**src/rtl/amkc_pkg.sv**
```systemverilog
// Shared types and constants for the appliance mode and key controller.
package amkc_pkg;

    localparam int QUEUE_DEPTH = 2;

    localparam int READING_W = 12;
    localparam int TICKS_W   = 8;
    localparam int CFG_IDX_W = 3;

    // Configuration register indexes.
    localparam logic [CFG_IDX_W-1:0] CFG_TOUCH_THRESHOLD  = 3'd0;
    localparam logic [CFG_IDX_W-1:0] CFG_BATTERY_HIGH     = 3'd1;
    localparam logic [CFG_IDX_W-1:0] CFG_BATTERY_RELEASE  = 3'd2;
    localparam logic [CFG_IDX_W-1:0] CFG_KEY_FLOOR        = 3'd3;
    localparam logic [CFG_IDX_W-1:0] CFG_KEY_SPLIT        = 3'd4;
    localparam logic [CFG_IDX_W-1:0] CFG_KEY_CEILING      = 3'd5;
    localparam logic [CFG_IDX_W-1:0] CFG_LONG_PRESS       = 3'd6;
    localparam logic [CFG_IDX_W-1:0] CFG_SHORT_PRESS      = 3'd7;

    // Key codes.
    localparam logic [1:0] KEY_NONE  = 2'd0;
    localparam logic [1:0] KEY_MODE  = 2'd1;
    localparam logic [1:0] KEY_POWER = 2'd2;

    // Colour outputs.
    localparam logic [2:0] COLOUR_OFF    = 3'd0;
    localparam logic [2:0] COLOUR_BLUE   = 3'd1;
    localparam logic [2:0] COLOUR_ORANGE = 3'd2;
    localparam logic [2:0] COLOUR_RED    = 3'd4;

    typedef struct packed {
        logic [READING_W-1:0] touch_threshold;
        logic [READING_W-1:0] battery_high_level;
        logic [READING_W-1:0] battery_release_level;
        logic [READING_W-1:0] key_floor;
        logic [READING_W-1:0] key_split;
        logic [READING_W-1:0] key_ceiling;
        logic [TICKS_W-1:0]   long_press_ticks;
        logic [TICKS_W-1:0]   short_press_ticks;
    } t_cfg;

    // One classified tick as it travels from the front to the back.
    typedef struct packed {
        logic                 charging;
        logic [READING_W-1:0] supply;
        logic [1:0]           key_code;
        logic                 touch_win;
        logic                 heat_win;
        logic [READING_W-1:0] touch_raw;
        logic [READING_W-1:0] heat_raw;
    } t_item;

endpackage

```
**src/rtl/appliance_mode_key_controller.sv**
```systemverilog
// Top level of the appliance mode and key controller.
//
// One input item is one 10 ms tick: the charger flag and four averaged ADC
// readings. Each item yields exactly one result item with the mode, power and
// battery levels, motor and heater enables, colour LEDs and charging flag.
// Both channels use valid and stall; an item moves when valid is high and
// stall is low. The front latches the supply and key readings in their tick
// windows and classifies the key, then passes the item through a two-entry
// queue to the back, which runs the key, start and battery state and holds the
// result. An accepted item passes through the queue and then the result
// register, and the block takes one item per clock while the output side is
// not stalled. A stall on the output holds the result register; the queue
// then fills and o_stall rises after at most two more items.
// Configuration registers are written through i_cfg_valid/o_cfg_ready with
// i_cfg_index and i_cfg_data; o_cfg_ready is always high. Write them only
// while no item is in flight. Synchronous reset clears all state but the
// queue storage and o_charging, and loads the default thresholds.
module appliance_mode_key_controller #(
    parameter int QUEUE_DEPTH = amkc_pkg::QUEUE_DEPTH
) (
    input  logic                               i_clk,
    input  logic                               i_rst_n,
    input  logic                               i_valid,
    output logic                               o_stall,
    input  logic                               i_charger_absent,
    input  logic [amkc_pkg::READING_W-1:0]     i_supply_reading,
    input  logic [amkc_pkg::READING_W-1:0]     i_key_reading,
    input  logic [amkc_pkg::READING_W-1:0]     i_touch_reading,
    input  logic [amkc_pkg::READING_W-1:0]     i_heat_reading,
    output logic                               o_valid,
    input  logic                               i_stall,
    output logic [2:0]                         o_mode_level,
    output logic [1:0]                         o_power_level,
    output logic [1:0]                         o_battery_level,
    output logic                               o_motor_on,
    output logic                               o_heater_on,
    output logic [2:0]                         o_colour_leds,
    output logic                               o_charging,
    input  logic                               i_cfg_valid,
    output logic                               o_cfg_ready,
    input  logic [amkc_pkg::CFG_IDX_W-1:0]     i_cfg_index,
    input  logic [amkc_pkg::READING_W-1:0]     i_cfg_data
);

    amkc_pkg::t_cfg  r_cfg;
    amkc_pkg::t_item front_item;
    amkc_pkg::t_item queue_item;
    logic            queue_full;
    logic            queue_valid;
    logic            push;
    logic            pop;

    assign o_cfg_ready = 1'b1;
    assign o_stall     = queue_full;
    assign push        = i_valid && !queue_full;

    always_ff @(posedge i_clk) begin
        if (!i_rst_n) begin
            r_cfg.touch_threshold       <= 12'd1000;
            r_cfg.battery_high_level    <= 12'd921;
            r_cfg.battery_release_level <= 12'd910;
            r_cfg.key_floor             <= 12'd100;
            r_cfg.key_split             <= 12'd1536;
            r_cfg.key_ceiling           <= 12'd2048;
            r_cfg.long_press_ticks      <= 8'd200;
            r_cfg.short_press_ticks     <= 8'd8;
        end else if (i_cfg_valid && o_cfg_ready) begin
            unique case (i_cfg_index)
                amkc_pkg::CFG_TOUCH_THRESHOLD: r_cfg.touch_threshold       <= i_cfg_data;
                amkc_pkg::CFG_BATTERY_HIGH:    r_cfg.battery_high_level    <= i_cfg_data;
                amkc_pkg::CFG_BATTERY_RELEASE: r_cfg.battery_release_level <= i_cfg_data;
                amkc_pkg::CFG_KEY_FLOOR:       r_cfg.key_floor             <= i_cfg_data;
                amkc_pkg::CFG_KEY_SPLIT:       r_cfg.key_split             <= i_cfg_data;
                amkc_pkg::CFG_KEY_CEILING:     r_cfg.key_ceiling           <= i_cfg_data;
                amkc_pkg::CFG_LONG_PRESS:      r_cfg.long_press_ticks      <= i_cfg_data[7:0];
                amkc_pkg::CFG_SHORT_PRESS:     r_cfg.short_press_ticks     <= i_cfg_data[7:0];
                default: begin
                end
            endcase
        end
    end

    amkc_front u_front (
        .i_clk            (i_clk),
        .i_rst_n          (i_rst_n),
        .i_cfg            (r_cfg),
        .i_push           (push),
        .i_charger_absent (i_charger_absent),
        .i_supply_reading (i_supply_reading),
        .i_key_reading    (i_key_reading),
        .i_touch_reading  (i_touch_reading),
        .i_heat_reading   (i_heat_reading),
        .o_item           (front_item)
    );

    amkc_queue #(
        .DEPTH (QUEUE_DEPTH)
    ) u_queue (
        .i_clk   (i_clk),
        .i_rst_n (i_rst_n),
        .i_push  (push),
        .i_item  (front_item),
        .o_full  (queue_full),
        .i_pop   (pop),
        .o_valid (queue_valid),
        .o_item  (queue_item)
    );

    amkc_back u_back (
        .i_clk           (i_clk),
        .i_rst_n         (i_rst_n),
        .i_cfg           (r_cfg),
        .i_valid         (queue_valid),
        .i_item          (queue_item),
        .o_pop           (pop),
        .o_valid         (o_valid),
        .i_stall         (i_stall),
        .o_mode_level    (o_mode_level),
        .o_power_level   (o_power_level),
        .o_battery_level (o_battery_level),
        .o_motor_on      (o_motor_on),
        .o_heater_on     (o_heater_on),
        .o_colour_leds   (o_colour_leds),
        .o_charging      (o_charging)
    );

endmodule

```
**src/rtl/amkc_front.sv**
```systemverilog
// Front part: tick window counter, supply and key latching, key classification.
module amkc_front (
    input  logic                                 i_clk,
    input  logic                                 i_rst_n,
    input  amkc_pkg::t_cfg                       i_cfg,
    input  logic                                 i_push,
    input  logic                                 i_charger_absent,
    input  logic [amkc_pkg::READING_W-1:0]       i_supply_reading,
    input  logic [amkc_pkg::READING_W-1:0]       i_key_reading,
    input  logic [amkc_pkg::READING_W-1:0]       i_touch_reading,
    input  logic [amkc_pkg::READING_W-1:0]       i_heat_reading,
    output amkc_pkg::t_item                      o_item
);

    logic [4:0]                           r_window;
    logic [4:0]                           n_window;
    logic [amkc_pkg::READING_W-1:0]       r_supply;
    logic [amkc_pkg::READING_W-1:0]       n_supply;
    logic [amkc_pkg::READING_W-1:0]       r_key;
    logic [amkc_pkg::READING_W-1:0]       n_key;

    always_comb begin
        n_window = r_window;
        n_supply = r_supply;
        n_key    = r_key;
        // The window only moves on ticks without the charger.
        if (i_charger_absent) begin
            if (r_window >= 5'd30) begin
                n_window = 5'd0;
                n_supply = i_supply_reading;
            end else begin
                n_window = r_window + 5'd1;
            end
            if (n_window > 5'd10 && n_window < 5'd25) begin
                n_key = i_key_reading;
            end
        end

        o_item.charging  = ~i_charger_absent;
        o_item.supply    = n_supply;
        o_item.touch_win = (n_window < 5'd5);
        o_item.heat_win  = (n_window > 5'd28);
        o_item.touch_raw = i_touch_reading;
        o_item.heat_raw  = i_heat_reading;
        o_item.key_code  = amkc_pkg::KEY_NONE;
        if (n_key > i_cfg.key_floor && n_key < i_cfg.key_ceiling) begin
            o_item.key_code = (n_key > i_cfg.key_split) ? amkc_pkg::KEY_MODE
                                                         : amkc_pkg::KEY_POWER;
        end
    end

    always_ff @(posedge i_clk) begin
        if (!i_rst_n) begin
            r_window <= '0;
            r_supply <= '0;
            r_key    <= '0;
        end else if (i_push) begin
            r_window <= n_window;
            r_supply <= n_supply;
            r_key    <= n_key;
        end
    end

endmodule

```
**src/rtl/amkc_queue.sv**
```systemverilog
// Short item queue between the front and the back.
module amkc_queue #(
    parameter int DEPTH = amkc_pkg::QUEUE_DEPTH
) (
    input  logic            i_clk,
    input  logic            i_rst_n,
    input  logic            i_push,
    input  amkc_pkg::t_item i_item,
    output logic            o_full,
    input  logic            i_pop,
    output logic            o_valid,
    output amkc_pkg::t_item o_item
);

    localparam int PTR_W = (DEPTH > 1) ? $clog2(DEPTH) : 1;
    localparam int CNT_W = $clog2(DEPTH + 1);
    localparam logic [PTR_W-1:0] LAST = PTR_W'(DEPTH - 1);
    localparam logic [CNT_W-1:0] FULL_COUNT = CNT_W'(DEPTH);

    amkc_pkg::t_item  r_mem [DEPTH];
    logic [PTR_W-1:0] r_wr_ptr;
    logic [PTR_W-1:0] r_rd_ptr;
    logic [CNT_W-1:0] r_count;

    assign o_full  = (r_count == FULL_COUNT);
    assign o_valid = (r_count != '0);
    assign o_item  = r_mem[r_rd_ptr];

    always_ff @(posedge i_clk) begin
        if (i_push) begin
            r_mem[r_wr_ptr] <= i_item;
        end
    end

    always_ff @(posedge i_clk) begin
        if (!i_rst_n) begin
            r_wr_ptr <= '0;
            r_rd_ptr <= '0;
            r_count  <= '0;
        end else begin
            if (i_push) begin
                r_wr_ptr <= (r_wr_ptr == LAST) ? '0 : r_wr_ptr + PTR_W'(1);
            end
            if (i_pop) begin
                r_rd_ptr <= (r_rd_ptr == LAST) ? '0 : r_rd_ptr + PTR_W'(1);
            end
            if (i_push && !i_pop) begin
                r_count <= r_count + CNT_W'(1);
            end else if (!i_push && i_pop) begin
                r_count <= r_count - CNT_W'(1);
            end
        end
    end

endmodule

```
**src/rtl/amkc_back.sv**
```systemverilog
// Back part: key events, start sequence, battery, motor and heater state, result register.
module amkc_back (
    input  logic            i_clk,
    input  logic            i_rst_n,
    input  amkc_pkg::t_cfg  i_cfg,
    input  logic            i_valid,
    input  amkc_pkg::t_item i_item,
    output logic            o_pop,
    output logic            o_valid,
    input  logic            i_stall,
    output logic [2:0]      o_mode_level,
    output logic [1:0]      o_power_level,
    output logic [1:0]      o_battery_level,
    output logic            o_motor_on,
    output logic            o_heater_on,
    output logic [2:0]      o_colour_leds,
    output logic            o_charging
);

    localparam logic [1:0] EV_NONE  = 2'd0;
    localparam logic [1:0] EV_SHORT = 2'd1;
    localparam logic [1:0] EV_LONG  = 2'd2;

    logic [2:0]                     r_mode,    n_mode;
    logic [1:0]                     r_power,   n_power;
    logic [1:0]                     r_battery, n_battery;
    logic [3:0]                     r_step,    n_step;
    logic                           r_start,   n_start;
    logic [5:0]                     r_slow,    n_slow;
    logic [7:0]                     r_press,   n_press;
    logic                           r_long,    n_long;
    logic [1:0]                     r_last,    n_last;
    logic [amkc_pkg::READING_W-1:0] r_touch,   n_touch;
    logic [amkc_pkg::READING_W-1:0] r_heat,    n_heat;
    logic                           r_motor,   n_motor;
    logic                           r_heater,  n_heater;
    logic [2:0]                     r_colour,  n_colour;
    logic                           r_out_valid;
    logic                           r_charging;

    assign o_pop = i_valid && (!r_out_valid || !i_stall);

    always_comb begin
        logic [1:0]  ev;
        logic [13:0] heat3;
        logic [13:0] supply4;

        n_mode    = r_mode;
        n_power   = r_power;
        n_battery = r_battery;
        n_step    = r_step;
        n_start   = r_start;
        n_slow    = r_slow;
        n_press   = r_press;
        n_long    = r_long;
        n_last    = r_last;
        n_touch   = r_touch;
        n_heat    = r_heat;
        n_motor   = r_motor;
        n_heater  = r_heater;
        n_colour  = r_colour;
        ev        = EV_NONE;
        heat3     = '0;
        supply4   = {i_item.supply, 2'b00};

        if (i_item.charging) begin
            // Charging: rotating battery display, mode and power cleared, rest frozen.
            n_mode  = '0;
            n_power = '0;
            if (r_slow >= 6'd50) begin
                n_slow    = '0;
                n_battery = (r_battery >= 2'd2) ? 2'd0 : r_battery + 2'd1;
            end else begin
                n_slow = r_slow + 6'd1;
            end
        end else begin
            if (r_mode != '0 && !r_start) begin
                if (i_item.supply > i_cfg.battery_high_level) begin
                    n_battery = 2'd2;
                end else if (r_battery == 2'd2) begin
                    if (i_item.supply < i_cfg.battery_release_level) begin
                        n_battery = 2'd1;
                    end
                end else begin
                    n_battery = 2'd1;
                end
            end
            if (r_mode == '0 && !r_start) begin
                n_power   = '0;
                n_battery = '0;
                n_colour  = amkc_pkg::COLOUR_OFF;
            end

            // Press timing; the counter saturates at the long press length.
            if (i_item.key_code != amkc_pkg::KEY_NONE) begin
                n_last = i_item.key_code;
                if ({1'b0, r_press} + 9'd1 >= {1'b0, i_cfg.long_press_ticks}) begin
                    n_press = i_cfg.long_press_ticks;
                    if (!r_long) begin
                        n_long = 1'b1;
                        ev     = EV_LONG;
                    end
                end else begin
                    n_press = r_press + 8'd1;
                end
            end else if (r_press >= i_cfg.long_press_ticks) begin
                n_press = '0;
                n_long  = 1'b0;
            end else if (r_press >= i_cfg.short_press_ticks) begin
                n_press = '0;
                ev      = EV_SHORT;
            end else begin
                n_press = '0;
                n_last  = amkc_pkg::KEY_NONE;
            end

            if (ev == EV_SHORT && n_last == amkc_pkg::KEY_MODE) begin
                if (r_mode == '0) begin
                    n_power   = '0;
                    n_battery = '0;
                    n_start   = 1'b1;
                end else begin
                    n_mode  = (r_mode >= 3'd4) ? 3'd1 : r_mode + 3'd1;
                    n_power = 2'd1;
                end
            end else if (ev == EV_LONG && n_last == amkc_pkg::KEY_MODE) begin
                n_mode    = '0;
                n_power   = '0;
                n_start   = 1'b0;
                n_battery = '0;
            end else if (ev != EV_NONE && r_mode != '0) begin
                n_power = (n_power == 2'd3) ? 2'd1 : n_power + 2'd1;
            end

            if (!n_start) begin
                if (n_mode != '0) begin
                    if (i_item.touch_win) begin
                        n_touch = i_item.touch_raw;
                    end
                    if (n_touch < i_cfg.touch_threshold) begin
                        n_motor  = 1'b0;
                        n_heater = 1'b0;
                    end else begin
                        n_motor = 1'b1;
                        if (n_mode == 3'd2) begin
                            if (i_item.heat_win) begin
                                n_heat = i_item.heat_raw;
                            end
                            // heat > floor(4*supply/3) is the same as 3*heat > 4*supply.
                            heat3    = {2'b00, n_heat} + {1'b0, n_heat, 1'b0};
                            n_heater = !(heat3 > supply4);
                        end
                    end
                    if (n_touch > i_cfg.touch_threshold) begin
                        if (n_mode == 3'd1) begin
                            n_colour = amkc_pkg::COLOUR_BLUE;
                        end else if (n_mode == 3'd2) begin
                            n_colour = amkc_pkg::COLOUR_ORANGE;
                        end else begin
                            n_colour = amkc_pkg::COLOUR_RED;
                        end
                    end else begin
                        n_colour = amkc_pkg::COLOUR_OFF;
                    end
                end else begin
                    n_motor  = 1'b0;
                    n_heater = 1'b0;
                    n_step   = '0;
                    n_colour = amkc_pkg::COLOUR_OFF;
                end
            end else if (r_slow >= 6'd20) begin
                // Start sequence: one display step every 21 ticks.
                n_slow = '0;
                if (r_step < 4'd5) begin
                    n_mode    = 3'(4'd5 - r_step);
                    n_battery = '0;
                    n_power   = '0;
                end else if (r_step == 4'd5) begin
                    n_mode    = '0;
                    n_battery = '0;
                    n_power   = 2'd3;
                end else if (r_step == 4'd6) begin
                    n_mode    = '0;
                    n_power   = '0;
                    n_battery = 2'd2;
                end else if (r_step == 4'd7) begin
                    n_mode    = '0;
                    n_battery = '0;
                    n_power   = '0;
                    n_colour  = amkc_pkg::COLOUR_RED;
                end else if (r_step == 4'd8) begin
                    n_colour = amkc_pkg::COLOUR_ORANGE;
                end else if (r_step == 4'd9) begin
                    n_colour = amkc_pkg::COLOUR_BLUE;
                end
                if (r_step >= 4'd10) begin
                    n_colour = amkc_pkg::COLOUR_OFF;
                    n_step   = '0;
                    n_start  = 1'b0;
                    n_mode   = 3'd1;
                    n_power  = 2'd1;
                end else begin
                    n_step = r_step + 4'd1;
                end
            end else begin
                n_slow = r_slow + 6'd1;
            end
        end
    end

    always_ff @(posedge i_clk) begin
        if (!i_rst_n) begin
            r_mode      <= '0;
            r_power     <= '0;
            r_battery   <= '0;
            r_step      <= '0;
            r_start     <= 1'b0;
            r_slow      <= '0;
            r_press     <= '0;
            r_long      <= 1'b0;
            r_last      <= amkc_pkg::KEY_NONE;
            r_touch     <= '0;
            r_heat      <= '0;
            r_motor     <= 1'b0;
            r_heater    <= 1'b0;
            r_colour    <= amkc_pkg::COLOUR_OFF;
            r_out_valid <= 1'b0;
        end else begin
            if (o_pop) begin
                r_mode    <= n_mode;
                r_power   <= n_power;
                r_battery <= n_battery;
                r_step    <= n_step;
                r_start   <= n_start;
                r_slow    <= n_slow;
                r_press   <= n_press;
                r_long    <= n_long;
                r_last    <= n_last;
                r_touch   <= n_touch;
                r_heat    <= n_heat;
                r_motor   <= n_motor;
                r_heater  <= n_heater;
                r_colour  <= n_colour;
            end
            if (o_pop) begin
                r_out_valid <= 1'b1;
            end else if (!i_stall) begin
                r_out_valid <= 1'b0;
            end
        end
    end

    always_ff @(posedge i_clk) begin
        if (o_pop) begin
            r_charging <= i_item.charging;
        end
    end

    assign o_valid         = r_out_valid;
    assign o_mode_level    = r_mode;
    assign o_power_level   = r_power;
    assign o_battery_level = r_battery;
    assign o_motor_on      = r_motor;
    assign o_heater_on     = r_heater;
    assign o_colour_leds   = r_colour;
    assign o_charging      = r_charging;

endmodule

```
**config.mk**
```make
export PLATFORM = sky130hd
export DESIGN_NAME = appliance_mode_key_controller
export DESIGN_NICKNAME = d
export VERILOG_FILES = /design/src/rtl/amkc_pkg.sv /design/src/rtl/appliance_mode_key_controller.sv /design/src/rtl/amkc_front.sv /design/src/rtl/amkc_queue.sv /design/src/rtl/amkc_back.sv
export SDC_FILE = /design/constraint.sdc
export NUM_CORES = 1
export LEC_CHECK = 0
export BUFFER_PORTS_ARGS = -buffer_cell sky130_fd_sc_hd__buf_2
export CORE_ASPECT_RATIO = 0.9
export CORE_MARGIN = 5
export CORE_UTILIZATION = 60
export DETAILED_ROUTE_END_ITERATION = 16
export GPL_TIMING_DRIVEN = 0
export PLACE_DENSITY = 0.87
export SETUP_SLACK_MARGIN = 0.3
export SLEW_MARGIN = 20
export SYNTH_ARGS = -nofsm -noshare
export SYNTH_HDL_FRONTEND = slang
export SYNTH_HIERARCHICAL = 1
export SYNTH_SLANG_ARGS = --single-unit
```
**constraint.sdc**
```tcl
create_clock -name i_clk -period 11.9 [get_ports i_clk]
set_clock_uncertainty 0.05 [all_clocks]
set_input_delay 2.38 -clock i_clk [delete_from_list [all_inputs] [get_ports i_clk]]
set_output_delay 2.38 -clock i_clk [all_outputs]
set_load 0.05 [all_outputs]
```
# [Yosys cells after proc, flatten, opt, wreduce, memory -nomap -nowiden]
# Memory sizes are Yosys's and may differ from the RTL's. A register that Yosys moved wholly into a read port is not among the register bits.
# Cells that the tools add are included.
[classes] n_mux=123 add_sub_neg=14 bitwise_logic=4 reduce_logical=46 eq_ne=26 n_lt_le_gt_ge=22
[ops] operator="12-bit two-way mux" n=14
[ops] operator="2-bit two-way mux" n=44
[ops] operator="3-bit two-way mux" n=27
[ops] operator="12-bit > comparator" n=4
[ops] operator="12-bit < comparator" n=3
[ops] operator="1-bit two-way mux" n=25
[ops] operator="6-bit two-way mux" n=4
[ops] operator="2-bit AND reduction" n=11
[ops] operator="8-bit greater-or-equal comparator" n=2
[ops] operator="4-bit two-way mux" n=4
[ops] operator="8-bit two-way mux" n=2
[ops] operator="4-bit AND reduction" n=4
[ops] operator="5-bit two-way mux" n=3
[ops] operator="12-bit by 13-bit adder with 14-bit output" n=1
[ops] operator="14-bit > comparator" n=1
[ops] operator="3-bit == test, second input constant" n=4
[ops] operator="4-bit by 3-bit == test with 1-bit output, second input constant" n=3
[ops] operator="2-bit nonzero test" n=6
[ops] operator="1-bit logical AND" n=11
[ops] operator="8-bit by 1-bit adder with 9-bit output, second input constant" n=1
[ops] operator="3-bit by 2-bit == test with 1-bit output, second input constant" n=3
[ops] operator="9-bit by 8-bit greater-or-equal comparator with 1-bit output" n=1
[ops] operator="8-bit by 1-bit adder with 8-bit output, second input constant" n=1
[ops] operator="2-bit == test, second input constant" n=4
[ops] operator="32 further kinds" n=52
[word_totals] inputBits=69 elab_cells=266 output_inout_bits=16 ff_bits=181 ram_bits=82 n_memories=1
[mem_list] memory="u_queue.r_mem" words=2 width=41 read_ports=1 rd_clocked_by_memory_dff=1 wr=1 line_no="amkc_queue.sv:20" source="amkc_pkg::t_item r_mem [DEPTH];"

# [Depth between registers and ports, before layout]
# Gate-level depths: netlist of the first run.
[depth] ltp_word=25 depth_mapped=23

# [Hierarchy]
# The synthesis of the first run kept the hierarchy.
[modules_own_cells] mod="amkc_back" cells_per_inst=766 area_per_inst_um2=6025.8 instances=1
[modules_own_cells] mod="appliance_mode_key_controller" cells_per_inst=326 area_per_inst_um2=3417.0 instances=1
[modules_own_cells] mod="amkc_queue" cells_per_inst=150 area_per_inst_um2=3180.6 instances=1
[modules_own_cells] mod="amkc_front" cells_per_inst=315 area_per_inst_um2=2760.1 instances=1

# [Worst setup path before layout of the first run]
# No wires, ideal clock.
[synth_timing] path_kind="input to register" start="input port i_valid" end="memory u_queue/r_mem[0][0] (netlist name) (enable)" arrival_time_ps=4533 setup_ps=445 path_slack_ps=6871 stages=2 cell_sequence="nor2b_1 -> nor2b_1"
[synth_between] elab_chain_cells=3
[synth_rtl] element="from (decl)" line_no="appliance_mode_key_controller.sv:23" source="input logic i_valid,"
[synth_rtl] element="1-bit logical AND" line_no="appliance_mode_key_controller.sv:55" source="assign push = i_valid && !queue_full;"
[synth_rtl] element="1-bit two-way mux" line_no="amkc_queue.sv:30" source="if (i_push) begin"
[synth_rtl] element="1-bit two-way mux (not written as such)" line_no="amkc_queue.sv:31" source="r_mem[r_wr_ptr] <= i_item;"
[synth_rtl] element="to (decl)" line_no="amkc_queue.sv:20"
# Every way passes these cells.

==> results of run 1 <==
==> cell usage in the layout (no fill, tap or decap), types with 5 or more instances in the layout <==
master,n
o211ai_1,15
o21a_1,5
a221oi_1,6
a21oi_1,71
clkbuf_1,50
mux2_1,7
buf_2,69
nand2b_1,8
dfxtp_1,181
mux2i_1,127
a21o_1,36
nand4_1,21
nor2b_1,79
ha_1,133
buf_4,33
clkbuf_16,28
and3_1,18
o21ai_0,48
nor3_1,16
a31oi_1,11
edfxtp_1,83
nand2_1,149
nand3_1,27
nor2_1,52
a22oi_1,9
o22ai_1,5
xor2_1,14
buf_6,5
xnor2_1,10
mux2_2,80
clkinv_2,5
and2_1,13
inv_1,121
a41o_1,11
==> cell usage after synthesis (all sizes together) (16+ instances only) <==
library cell and count:
o211ai 16, and3 18, nand3 29, nor3 17
clkbuf 43, nor2b 80, ha 133, edfxtp 83
inv 121, a21oi 72, mux2 88, buf 57
o21ai 50, nand4 22, nand2 149, a21o 36
mux2i 127, dfxtp 181, nor2 53
==> through the flow <==
stage	util	hold slack, ns
after floorplan	-	0.3847
after global placement	0.6385	0.3917
after detailed placement	0.6404	0.3997
after CTS	0.6757	0.4092
after global routing	0.6757	0.4294
final	0.6757	0.4106
==> per-layer routing <==
metal,track usage,routed length (um),up-vias
met4,0.09104,1322,0
met3,0.03491,2582,113
met5,0,0,-
li1,-,-,5713
met2,0.4385,18390,530
met1,0.3466,16100,5878
==> flip-flops by register name, indices dropped and copies added (netlist names), 2 cells and up, named ones only <==
signal / count
u_queue/r_mem: 82
u_back/r_heat: 12
u_back/o_colour_leds: 3
u_back/o_battery_level: 2
u_front/r_supply: 12
r_cfg: 88
u_back/r_press: 8
u_back/o_power_level: 2
u_back/r_slow: 6
u_back/r_touch: 12
u_back/o_mode_level: 3
u_queue/r_count: 2
u_front/r_window: 5
u_back/r_last: 2
u_back/r_step: 4
u_front/r_key: 12
==> cells by family (layout without fill, tap and decap cells) <==
logic type	count (synthesis)	in the layout	share of synthesized area
AOI/OAI and AO/OA	276	276	0.1226
and+or+nand+nor	422	422	0.1414
buffers and inverters	221	327	0.06775
adders and majority gates	134	134	0.1095
xor gates and xnor gates	24	24	0.01366
muxes	215	215	0.1473
DFF	264	264	0.3976
other	1	1	0.0002438
==> layout make-up <==
cell class,instances,area (um2),share of cell area
clock inverter,13,132.6,0.007794
inverter,121,454.2,0.02669
tap,342,427.9,0.02515
clock buffer,37,754.5,0.04433
sequential,264,6116,0.3594
multi-input combinational,1072,8234,0.4839
buffer,100,588.1,0.03456
timing repair buffer,56,310.3,0.01823
==> power groups by stage <==
stage | registers, mW | logic (mW) | clock network [mW]
2_1_floorplan | 1.06 | 0.517 | 0
3_3_place_gp | 1.05 | 0.684 | 0
3_5_place_dp | 1.05 | 0.727 | 0
4_1_cts | 1.03 | 0.742 | 0.859
5_1_grt | 1.04 | 0.815 | 0.901
6_report | 1.03 | 0.756 | 0.850
==> worst register-to-register path, stage by stage, from the launching register on <==
cell	delay (ns)
dfxtp_1	0.32
buf_2	0.17
buf_4	0.23
mux2_2	0.19
clkbuf_1	0.33
buf_1	0.52
mux2_2	0.45
fa_1	0.42
a21o_1	0.19
a21oi_1	0.22
o21bai_1	0.10
a21oi_1	0.24
o21ai_0	0.22
a21o_1	0.25
a21o_1	0.23
xnor2_1	0.13
ha_1	0.30
a21o_1	0.18
a21o_1	0.18
a21oi_1	0.13
o21ai_0	0.11
a21oi_1	0.13
a31oi_1	0.08
o32ai_1	0.26
==> worst paths after layout <==
kind | startpoint | end | slack (ns) | cells after the start
worst min-delay path | r_cfg[43]$_SDFFE_PN0P_ | r_cfg[43]$_SDFFE_PN0P_ | 0.41 | 2
worst max register to register | flop | u_back/o_heater_on$_SDFFE_PN0P_ | 6.16 | 23
worst min register to register | r_cfg[43]$_SDFFE_PN0P_ | r_cfg[43]$_SDFFE_PN0P_ | 0.41 | 2
worst max-delay path | flop | u_back/o_heater_on$_SDFFE_PN0P_ | 6.16 | 23
==> impl_metrics.ini, run 1 <==
[global_route]
grt_pass1_vias = 12240
grtUsageTotal = 0.2610
antenna_found_initial = 0
grt_pass1_wl_um = 61750
overflow = 0
grt_max_degree = 24

[finish]
diodes = 0
fill_cells = 1902
drive_gt1_frac = 0.1551
fin_cells = 2005
area_growth_pct = 10.62
finalInstanceArea_um2 = 17020
fin_nets = 1845

[floorplanning]
die_x_um = 178.8
rows = 55
initial_core_util = 0.6108
dieArea_um2 = 28950
pin_count = 85
core_area_um2 = 25190
dieHeight_um = 161.9

[detailed_routing]
drc = 0
drt_iter0_markers = 1206
postRouteAntennaNets = 0
num_vias = 12230
drtPass1Iterations = 8
routed_wl_um = 38400
wl_per_cell_um = 19.15
avgViaCountPerCell = 6.102

[flow_run]
maxCapViolCount = 0

[yosys]
synthDistinctLibCells = 87
postSynth.asyncResetShare = 0
syn-cell-area_um2 = 15380
syn_area_per_cell_um2 = 9.880
yosysWarnings = 6
syn_inst = 1557
yosysTopAreaCell = dfxtp_1
ys_seq_area_frac = 0.3976
ys.flop_type = dfxtp_1
synth_edf_count = 83
synth_top_area_share = 0.2355
syn_nets = 1760
synth-seq-cells = 264
synthTopCellsByArea = dfxtp_1 (24%), edfxtp_1 (16%), ha_1 (11%)

[pwr]
comb_power_share = 0.287
p_total_mw = 2.637
swShare = 0.3199
powerDensity_nw_per_um2 = 154.9
vdd_drop_max_mv = 0.1259
p_leak_nw = 7.809
p_clk_frac = 0.322
switchingPower_uw = 843.6
p_int_mw = 1.793
seq_power_share = 0.391

[cts]
hold_buffers = 0
post-cts-setup-buffers = 0
cts_root_buf = clkbuf_16
clk_pin_slew_ns = 0.07
cts_buffers = 27
clock-sinks = 264
cts_tree = built
post_cts_resized = 0
clkLatencyLatePin_ns = 0.56
clockBufferDepth = 3
h-tree-depth = 1

[worst_setup_path]
cp_common_cell = a21o_1
cp_data_arrival_time_ns = 6.15
endpoint_kind = flop
path_cells = buf_2, buf_4, mux2_2, clkbuf_1, buf_1, mux2_2, fa_1, a21o_1, a21oi_1, o21bai_1, a21oi_1, o21ai_0, a21o_1, a21o_1, xnor2_1, ha_1, a21o_1, a21o_1, a21oi_1, o21ai_0, a21oi_1, a31oi_1, o32ai_1
required_ns = 12.31
critical_path.startpoint_type = flop
cp_max_fo = 10
crit_family = compound AO/OA/AOI/OAI gates
path_class = reg2reg
critPathSlowestCell = buf_1
crit_path_max_incr_delay_ns = 0.52
critical_path_buf_inv_count = 4

[worst_hold_path]
hp-class = reg2reg

[sta]
fin_crit_ns = 5.739
layout_setup_ws_ns = 6.161
fin_crit_sh = 0.4823
rsz0062_at_grt = false
tns_ns = 0
worst_pin_slew_ns = 0.7895
slew_viol_final = 0
hold_viol_final = 0
finalSetupViolations = 0
slew-limit-headroom = 0.4706
clock.fmax_mhz = 174.2

[placement]
postPlaceCellArea_um2 = 16130
place_inst = 1955
dpl_worst_slack_ns = 6.232
finalWeightedCongestion = 0.9924
portBuffers = 54
dp_hpwl_um = 27820

[status]
status = complete, no violations
Note: power is estimated with default switching activity, not from simulation.
==> inputs of run 2 (changes only) <==
==> constraint.sdc (replaced) <==
create_clock -name i_clk -period 6 [get_ports i_clk]
set_clock_uncertainty 0.05 [all_clocks]
set_input_delay 1.2 -clock i_clk [delete_from_list [all_inputs] [get_ports i_clk]]
set_output_delay 1.2 -clock i_clk [all_outputs]
set_load 0.05 [all_outputs]
==> impl_metrics.ini, run 2 (synthesized netlist as in run 1, its figures left out) <==
[status]
status = complete, no violations

[finish]
regArea_um2 = 6116
fin_util = 0.6758
fin_cells = 2005
largest_register_ffs = 88
final_common_cell = dfxtp_1
area_growth_pct = 10.64
drive_gt1_frac = 0.1563
final_cell_mix = dfxtp_1 (181), nand2_1 (149), ha_1 (133), mux2i_1 (127), inv_1 (121)
diodes = 0
fill_cells = 1901
top_register = r_cfg
finalInstanceArea_um2 = 17020
fin_nets = 1845
multiInputGateArea_um2 = 8234
reg_top3 = r_cfg: 88 flops, u_queue/r_mem: 82 flops

[cts]
cts_buffers = 27
clockBufferDepth = 3
cts_tree = built
clk_pin_slew_ns = 0.06
hold_buffers = 0
h-tree-depth = 1
post_cts_resized = 0
clock-sinks = 264
post-cts-setup-buffers = 0
cts_root_buf = clkbuf_16
clkLatencyLatePin_ns = 0.56

[worst_setup_path]
reg2reg_to = u_back/o_heater_on$_SDFFE_PN0P_
cp_max_fo = 10
required_ns = 6.41
endpoint_kind = flop
reg2regPathDepth = 23
cp_data_arrival_time_ns = 5.82
critical_path.startpoint_type = flop
path_class = reg2reg
rrSetupSlack_ns = 0.60

[pwr]
p_leak_nw = 7.816
vdd_drop_max_mv = 0.2497
powerDensity_nw_per_um2 = 307.3

[sta]
rsz0062_at_grt = false
hold_viol_final = 0
slew-limit-headroom = 0.4736
clock.fmax_mhz = 185.0
finalSetupViolations = 0
slew_viol_final = 0
fin_crit_sh = 0.9007
tns_ns = 0
worst_pin_slew_ns = 0.7851
fin_crit_ns = 5.404

[flow_run]
maxCapViolCount = 0

[placement]
dp_hpwl_um = 27820
place_inst = 1955
portBuffers = 54
postPlaceCellArea_um2 = 16130
finalWeightedCongestion = 0.9924

[detailed_routing]
routed_wl_um = 38390
postRouteAntennaNets = 0
wl_per_cell_um = 19.15
num_vias = 12180
drtPass1Iterations = 5
drc = 0
avgViaCountPerCell = 6.076
drt_iter0_markers = 1221

[floorplanning]
rows = 55
die_x_um = 178.8
core_area_um2 = 25190
dieHeight_um = 161.9
initial_core_util = 0.6108
pin_count = 85
dieArea_um2 = 28950

[global_route]
grt_max_degree = 24
overflow = 0
grt_pass1_vias = 12240
top_usage_layer = met2
antenna_found_initial = 0
met3_usage = 0.03491
grtUsageTotal = 0.2610
use_met2 = 0.4385
grt_pass1_wl_um = 61750
met1_usage = 0.3466

[worst_hold_path]
whs_endpoint = r_cfg[43]$_SDFFE_PN0P_
hp-class = reg2reg
whs_path_depth = 2
hp-start = r_cfg[43]$_SDFFE_PN0P_
run 2: through the flow:
step           power (mW)  setup slack [ns]  hold WS [ns]
6_report            5.230            0.5959        0.4106
5_1_grt             5.459            0.3190        0.4294
2_1_floorplan       3.133             1.293        0.3847
3_3_place_gp        3.433            0.7302        0.3917
3_5_place_dp        3.522            0.4949        0.3997
4_1_cts             5.220            0.3830        0.4092
run 2: where the power goes:
| group | internal [mW] | leakage [nW] | switching (mW) |
|---|---|---|---|
| combinational | 0.606 | 5.13 | 0.894 |
| sequential | 1.98 | 2.25 | 0.0641 |
| clock | 0.971 | 0.434 | 0.715 |
run 2: layout make-up:
class                           instances  area share
Inverter                              121     0.02669
Sequential cell                       264      0.3593
Clock inverter                         13    0.007792
Clock buffer                           37     0.04433
Timing Repair Buffer                   56     0.01823
Multi-Input combinational cell       1072      0.4838
Buffer                                100     0.03470
Tap cell                              342     0.02514
run 2: worst max-delay path by stage:
stage	from	end	slack (ns)	depth (start not counted)
6_report	flop	u_back/o_heater_on$_SDFFE_PN0P_	0.60	23
5_1_grt	flop	u_back/o_heater_on$_SDFFE_PN0P_	0.32	23
4_1_cts	flop	u_back/o_heater_on$_SDFFE_PN0P_	0.38	23
3_5_place_dp	flop	u_back/o_heater_on$_SDFFE_PN0P_	0.49	23
3_3_place_gp	flop	u_back/o_heater_on$_SDFFE_PN0P_	0.73	23
2_1_floorplan	flop	u_back/o_heater_on$_SDFFE_PN0P_	1.29	23
run 2: worst max-delay path: stages (launching register included):
cell      delay, ns
dfxtp_1        0.32
buf_2          0.17
buf_4          0.23
mux2_2         0.35
clkbuf_2       0.19
buf_2          0.24
mux2_2         0.35
fa_1           0.42
a21o_1         0.19
a21oi_1        0.22
o21bai_1       0.10
a21oi_1        0.24
o21ai_0        0.23
a21o_1         0.25
a21o_1         0.23
xnor2_1        0.13
ha_1           0.30
a21o_1         0.18
a21o_1         0.18
a21oi_1        0.13
o21ai_0        0.11
a21oi_1        0.13
a31oi_1        0.08
o32ai_1        0.27
run 2: metal layers:
layer / up-vias / share of wire
met4: 0 / 0.034
li1: 5707 / -
met3: 111 / 0.065
met5: - / 0
met1: 5864 / 0.42
met2: 501 / 0.48
